<file path="src/sv/tfp_sqrt_pipe.sv">
`timescale 1ns / 1ps
// ----------------------------------------------------------------------------
// tfp_sqrt_pipe
// pipelined floored integer square root, one result bit per stage
// ----------------------------------------------------------------------------
module tfp_sqrt_pipe #(
    parameter int NW = 68,
    parameter int PW = 8
) (
    input  logic              i_clk,
    input  logic              i_rst_n,
    input  logic              i_en,
    input  logic              i_valid,
    input  logic [NW-1:0]     i_n,
    input  logic [PW-1:0]     i_pay,
    output logic              o_valid,
    output logic [NW/2-1:0]   o_root,
    output logic [PW-1:0]     o_pay
);
    localparam int RW = NW / 2;

    logic          r_v    [RW];
    logic [RW+1:0] r_rem  [RW];
    logic [RW-1:0] r_root [RW];
    logic [NW-1:0] r_n    [RW];
    logic [PW-1:0] r_pay  [RW];

    for (genvar k = 0; k < RW; k++) begin : g_stage
        logic          c_v;
        logic [RW+1:0] c_rem;
        logic [RW-1:0] c_root;
        logic [NW-1:0] c_n;
        logic [PW-1:0] c_pay;
        logic [RW+1:0] t_acc;
        logic [RW+1:0] t_try;
        logic [RW+1:0] n_rem;
        logic [RW-1:0] n_root;

        if (k == 0) begin : g_first
            assign c_v    = i_valid;
            assign c_rem  = '0;
            assign c_root = '0;
            assign c_n    = i_n;
            assign c_pay  = i_pay;
        end else begin : g_next
            assign c_v    = r_v[k-1];
            assign c_rem  = r_rem[k-1];
            assign c_root = r_root[k-1];
            assign c_n    = r_n[k-1];
            assign c_pay  = r_pay[k-1];
        end

        // bring down the next two radicand bits, try root bit one
        always_comb begin
            t_acc = {c_rem[RW-1:0], c_n[NW-1-2*k -: 2]};
            t_try = {c_root, 2'b01};
            if (t_acc >= t_try) begin
                n_rem  = t_acc - t_try;
                n_root = {c_root[RW-2:0], 1'b1};
            end else begin
                n_rem  = t_acc;
                n_root = {c_root[RW-2:0], 1'b0};
            end
        end

        always_ff @(posedge i_clk) begin
            if (!i_rst_n) begin
                r_v[k] <= 1'b0;
            end else if (i_en) begin
                r_v[k] <= c_v;
            end
        end

        always_ff @(posedge i_clk) begin
            if (i_en) begin
                r_rem[k]  <= n_rem;
                r_root[k] <= n_root;
                r_n[k]    <= c_n;
                r_pay[k]  <= c_pay;
            end
        end
    end

    assign o_valid = r_v[RW-1];
    assign o_root  = r_root[RW-1];
    assign o_pay   = r_pay[RW-1];

endmodule

</file>
<file path="config.mk">
export PLATFORM = sky130hd
export DESIGN_NAME = tfp_sqrt_pipe
export DESIGN_NICKNAME = d
export VERILOG_FILES = /design/src/sv/tfp_sqrt_pipe.sv
export SDC_FILE = /design/constraint.sdc
export NUM_CORES = 2
export LEC_CHECK = 0
export BUFFER_PORTS_ARGS = -buffer_cell sky130_fd_sc_hd__buf_2
export CAP_MARGIN = 40
export CORE_MARGIN = 4
export CORE_UTILIZATION = 45
export DETAILED_ROUTE_END_ITERATION = 6
export PLACE_DENSITY_LB_ADDON = 0.25
export SYNTH_ARGS = -nofsm -noshare
export SYNTH_HDL_FRONTEND = slang
export SYNTH_MEMORY_MAX_BITS = 65536
export SYNTH_SLANG_ARGS = --single-unit
</file>
<file path="constraint.sdc">
create_clock -name i_clk -period 5.4 [get_ports i_clk]
set_clock_uncertainty 0.1 [all_clocks]
set_input_delay 0.27 -clock i_clk [delete_from_list [all_inputs] [get_ports i_clk]]
set_output_delay 0.27 -clock i_clk [all_outputs]
set_load 0.02 [all_outputs]
</file>
* Word level (Yosys, flattened, before mapping) *
Memory sizes are Yosys's and may differ from the RTL's.
Cells that the tools add are included.

storage, ports and cells
  flip-flop bits (word level) = 0
  bits in writable memories = 4998
  output and inout port bits = 43
  word-level logic and storage cells = 214
  memories = 5

memories
  memory  words  bits a word  read ports  clocked after memory_dff  write ports  line  text
  r_n     34     68           33          0                         34           25    logic [NW-1:0] r_n [RW];
  r_rem   34     36           33          0                         34           23    logic [RW+1:0] r_rem [RW];
  r_root  34     34           34          0                         34           24    logic [RW-1:0] r_root [RW];
  r_pay   34     8            34          0                         34           26    logic [PW-1:0] r_pay [RW];
  r_v     34     1            34          0                         34           22    logic r_v [RW];

cells by class
  $add $sub $neg = 34
  order comparisons = 34
  mux-type cells = 107
  bitwise operators = 34

operators by type and width
  kind                                                                                  count
  36-bit 2-to-1 mux                                                                     34
  36-bit greater-or-equal comparator                                                    33
  36-bit subtractor                                                                     33
  1-bit 2-to-1 mux                                                                      73
  1-bit bitwise OR                                                                      34
  2-bit by 1-bit subtractor with 3-bit output (second input constant)                   1
  2-bit by 1-bit greater-or-equal comparator with 1-bit output (second input constant)  1

* Longest topological paths before layout *
  depth after elaboration = 4
  mapped depth = 14

* Least setup slack after synthesis *
OpenSTA, ideal clock, no wires.

  kind = reg-to-reg
  start = memory r_rem[4][20] in the netlist's numbering
  end = memory r_rem[5][31] in the netlist's numbering (data pin)
  arrival = 3.464 ns
  data required time = 5.029 ns
  setup slack = 1.564 ns
  cell stages (with the launch flop) = 12
  period minus slack after synthesis = 3.836 ns
  path through = edfxtp_1 > or3_4 > or4_4 > or3_4 > or4_1 > or3_4 > nor4_4 > inv_4 > nand4_2 > buf_6 > nor4_1 > xor2_1

RTL lines
  what                line
  start: declaration  23

==> impl_results.rst <==
.. list-table::
   :header-rows: 1

   * - Metric
     - Value
   * - Outcome
     - complete, but fails checks
   * - Violations in the final reports
     - design-rule violations
   * - Clock input transition at the sequential cells of the worst setup and hold paths
     - 60 ps
   * - Fraction of final layout cells with drive strength greater than 1
     - 0.0799
   * - Number of nets produced by synthesis
     - 11,200
   * - Combinational family with the most area after synthesis
     - simple AND/OR/NAND/NOR gates
   * - Mux share of post-synthesis cell area
     - 0.00941
   * - Count of boundary I/O pins
     - 123
   * - Yosys warnings
     - 0
   * - Cell area power density
     - 440 nW/um^2
   * - Worst-case clock buffer depth
     - 4
   * - Number of antenna violations at the first check in global routing
     - 2
   * - Dominant cell type by area after synthesis
     - sky130_fd_sc_hd__edfxtp_1
   * - Violation count after the first detailed-routing iteration
     - 6,014
   * - Final critical delay including setup and external delays
     - 4420 ps
   * - Vias in the first global route
     - 82,100
   * - Pint
     - 49.8 mW
   * - Leak
     - 59.8 nW
   * - Number of buffers created by CTS
     - 338
   * - Netlist Area Pre-Place
     - 140,000 um^2
   * - DRT antenna net count
     - 0
   * - Detailed-router iteration count before antenna repair
     - 7
   * - Adder-Cell Fraction of Synth Area
     - 0.0565
   * - Final worst-path cycle share
     - 0.819
   * - Count of maximum capacitance violations
     - 0
   * - Sequential cell fraction of total power
     - 0.464
   * - Average routed wire per standard cell
     - 19.1 um
   * - Max Fanout on Critical Path
     - 14
   * - Post-CTS Setup Repair Bufs
     - 0
   * - Xor and xnor area share after synthesis
     - 0.0574
   * - Relative contribution of the clock network to total power
     - 0.329
   * - Initial Utilization
     - 0.452
   * - Worst VDD drop
     - 0.264 mV
   * - Number of hold violations in the final report
     - 0
   * - Filler cell count in the final layout
     - 26,000
   * - Per-instance average area after synthesis
     - 13.4 um^2
   * - Flip-flop and latch count after synthesis
     - 3,094
   * - Startpoint kind of the worst setup timing path
     - register
   * - Yosys cell types
     - 86
   * - Vias
     - 82,700
   * - Unrepaired setup endpoints after global routing
     - false
   * - Cell count after synthesis
     - 10,400
   * - Arr. time, crit path
     - 4930 ps
   * - Total Wirelength
     - 292 mm
   * - Die outline area
     - 319,000 um^2
   * - Count of final max-slew check failures
     - 0
   * - Start-to-end type of the worst setup path
     - reg2reg
   * - Signed area change from the synthesized netlist to the final layout
     - 13.4%
   * - Weighted congestion reported at the end of routability-driven placement
     - 0.945
   * - Compound-Gate Fraction of Synth Area
     - 0.0912
   * - DIE HEIGHT
     - 565 um
   * - Total net switching power
     - 20.0 mW
   * - Layout net count
     - 11,700
   * - Vias per cell
     - 5.39
   * - Crit path largest cell delay
     - 800 ps
   * - Maximum clock frequency
     - 226 MHz
   * - HPWL after DPL
     - 207 mm
   * - Ys flop type
     - sky130_fd_sc_hd__edfxtp_1
   * - CTS H-Tree Depth
     - 5
   * - Slew @ Worst Pin
     - 971 ps
   * - Chip Width
     - 565 um
   * - Core Rows
     - 204
   * - Highest-count cells in the layout ignoring fill and taps
     - sky130_fd_sc_hd__edfxtp_1, sky130_fd_sc_hd__inv_1, sky130_fd_sc_hd__nand2_1
   * - Sequential area share after synthesis
     - 0.665
   * - Std-Cell Core Area
     - 309,000 um^2
   * - Number of enable flip-flop cells after synthesis
     - 3,093
   * - Fraction of synthesis flops using an asynchronous set or reset pin
     - 0
   * - Worst hold path class
     - in2reg
   * - Worst-case headroom to the max-slew limit
     - 0.353
   * - Fraction of synthesized cell area taken by the top area cell type
     - 0.665
   * - Global-route wire length before repair
     - 460 mm
   * - Overflow left after global routing
     - 0
   * - Most common library cell in the layout ignoring fill and taps
     - sky130_fd_sc_hd__edfxtp_1
   * - Post-route DRC violation count
     - 1
   * - Combinational fraction of design power
     - 0.207
   * - Setup_tns
     - 0 ps
   * - Total power of the final layout
     - 69.7 mW
   * - Net switching share of the total power
     - 0.286
   * - Leading cell types by total area after synthesis
     - sky130_fd_sc_hd__edfxtp_1, sky130_fd_sc_hd__ha_1, sky130_fd_sc_hd__xnor2_1, sky130_fd_sc_hd__xor2_1, sky130_fd_sc_hd__a21oi_1
   * - Clock Sinks
     - 3,094
   * - Crit. End Element
     - register
   * - Clk Latency, worst-skew pair
     - 910 ps
   * - CP max-delay cell
     - sky130_fd_sc_hd__or4b_2
   * - CTS tree
     - built
   * - Pin count of the biggest net entering global routing
     - 168
   * - Overall track demand over capacity in global routing
     - 0.180
   * - Req. time, crit path
     - 5910 ps
   * - Count of final setup violators
     - 0
   * - Cell chain of the critical path
     - or4_1 > or3_1 > nor3_1 > or4b_2 > nor4_1 > nand4_1 > buf_4 > nand2_1 > buf_4 > nor4_1 > xor2_1
   * - Cell chosen for the clock root
     - sky130_fd_sc_hd__clkbuf_16
   * - Number of buffers inserted by port buffering
     - 122
   * - Simple-gate share of the synthesized area
     - 0.0937
[final cells by class]
type                            count  area, um^2  share of cell area
Sequential cell                  3094       92900               0.587
Multi-Input combinational cell   6368       43100               0.272
Clock buffer                      401        8720              0.0550
Tap cell                         4120        5150              0.0326
Timing Repair Buffer              371        3090              0.0195
Inverter                          779        2930              0.0185
Clock inverter                    211        2430              0.0154
Antenna cell                        1        2.50           0.0000158
[Yosys cell counts (all sizes together) (18+ instances only)]
cell type	instances
a211o	19
o21bai	63
inv	777
nor3b	18
nor2b	80
o41ai	20
or3	92
nand3	169
a31oi	55
xor2	446
a211oi	66
nor4	129
a311oi	18
o211ai	39
xnor2	469
nand2	676
ha	631
or2	49
nand3b	22
or4	75
and4	23
nor3	254
nand4b	18
a21oi	655
o21ai	546
a21o	237
nand4	119
mux2	106
nor2	637
o21a	103
edfxtp	3093
and2	35
o31ai	48
clkbuf	191
and3	96
nand2b	113
a21boi	22
[critical path, delay by kind of cell, from the launching register on]
kind | cells | cell delay [ps]
xor gates and xnor gates | 1 | 150
buffers and inverters | 2 | 450
DFF | 1 | 440
and+or+nand+nor | 8 | 2970
[power by group through the flow]
stage                     registers (mW)  clock network, mW  logic, mW
after floorplan                     31.9                  0       10.5
after global placement              32.8                  0       14.0
after detailed placement            32.9                  0       14.2
after CTS                           32.4               23.8       14.4
after global routing                32.6               24.9       16.1
final                               32.3               23.0       14.4
[per-layer routing]
metal,global-route usage,vias to the layer above,share of wire
li1,-,40000,-
met1,0.236,40200,0.43
met2,0.308,1977,0.49
met3,0.0260,569,0.044
met4,0.0600,0,0.035
met5,0,-,0
[sequential cells by signal, indices dropped and copies added (netlist names)]
register / cells
r_n: 1122
r_rem: 1071
r_root: 595
r_pay: 272
r_v: 34
[metrics by stage]
step | cell area (um^2) | util | std cells | hold WS, ps | setup WS [ps]
6_report | 158000 | 0.513 | 15300 | 81.8 | 979
5_1_grt | 158000 | 0.513 | 15300 | 29.4 | 659
4_1_cts | 158000 | 0.513 | 15300 | 3.63 | 958
3_5_place_dp | 146000 | 0.472 | 14600 | 305 | 997
3_3_place_gp | 146000 | 0.472 | 14600 | 300 | 1020
2_1_floorplan | 140000 | - | 10400 | 269 | 1560
[worst paths after layout]
kind	from	to	slack [ps]	cells past startpoint
max	r_rem[2][8]	r_rem[3][32]	980	11
min	i_n[10]	r_n[0][10]	80	2
max reg2reg	r_rem[2][8]	r_rem[3][32]	980	11
min reg2reg	r_n[5][11]	r_n[6][11]	270	0
[kinds of logic after synthesis]
kind of cell             after synthesis
flip-flops                          3094
AND/OR/NAND/NOR                     2639
AO/OA/AOI/OAI                       2064
buffers and inverters                987
XOR/XNOR                             915
adder cells (fa/ha/maj)              631
multiplexers                         118
other                                  1
[repair_timing]
item | CTS | global route
resized for setup | 0 | 0
hold buffers | 149 | 0
hold endpoints to repair | 167 | 0
No activity file was read; power rests on OpenSTA's default activity.
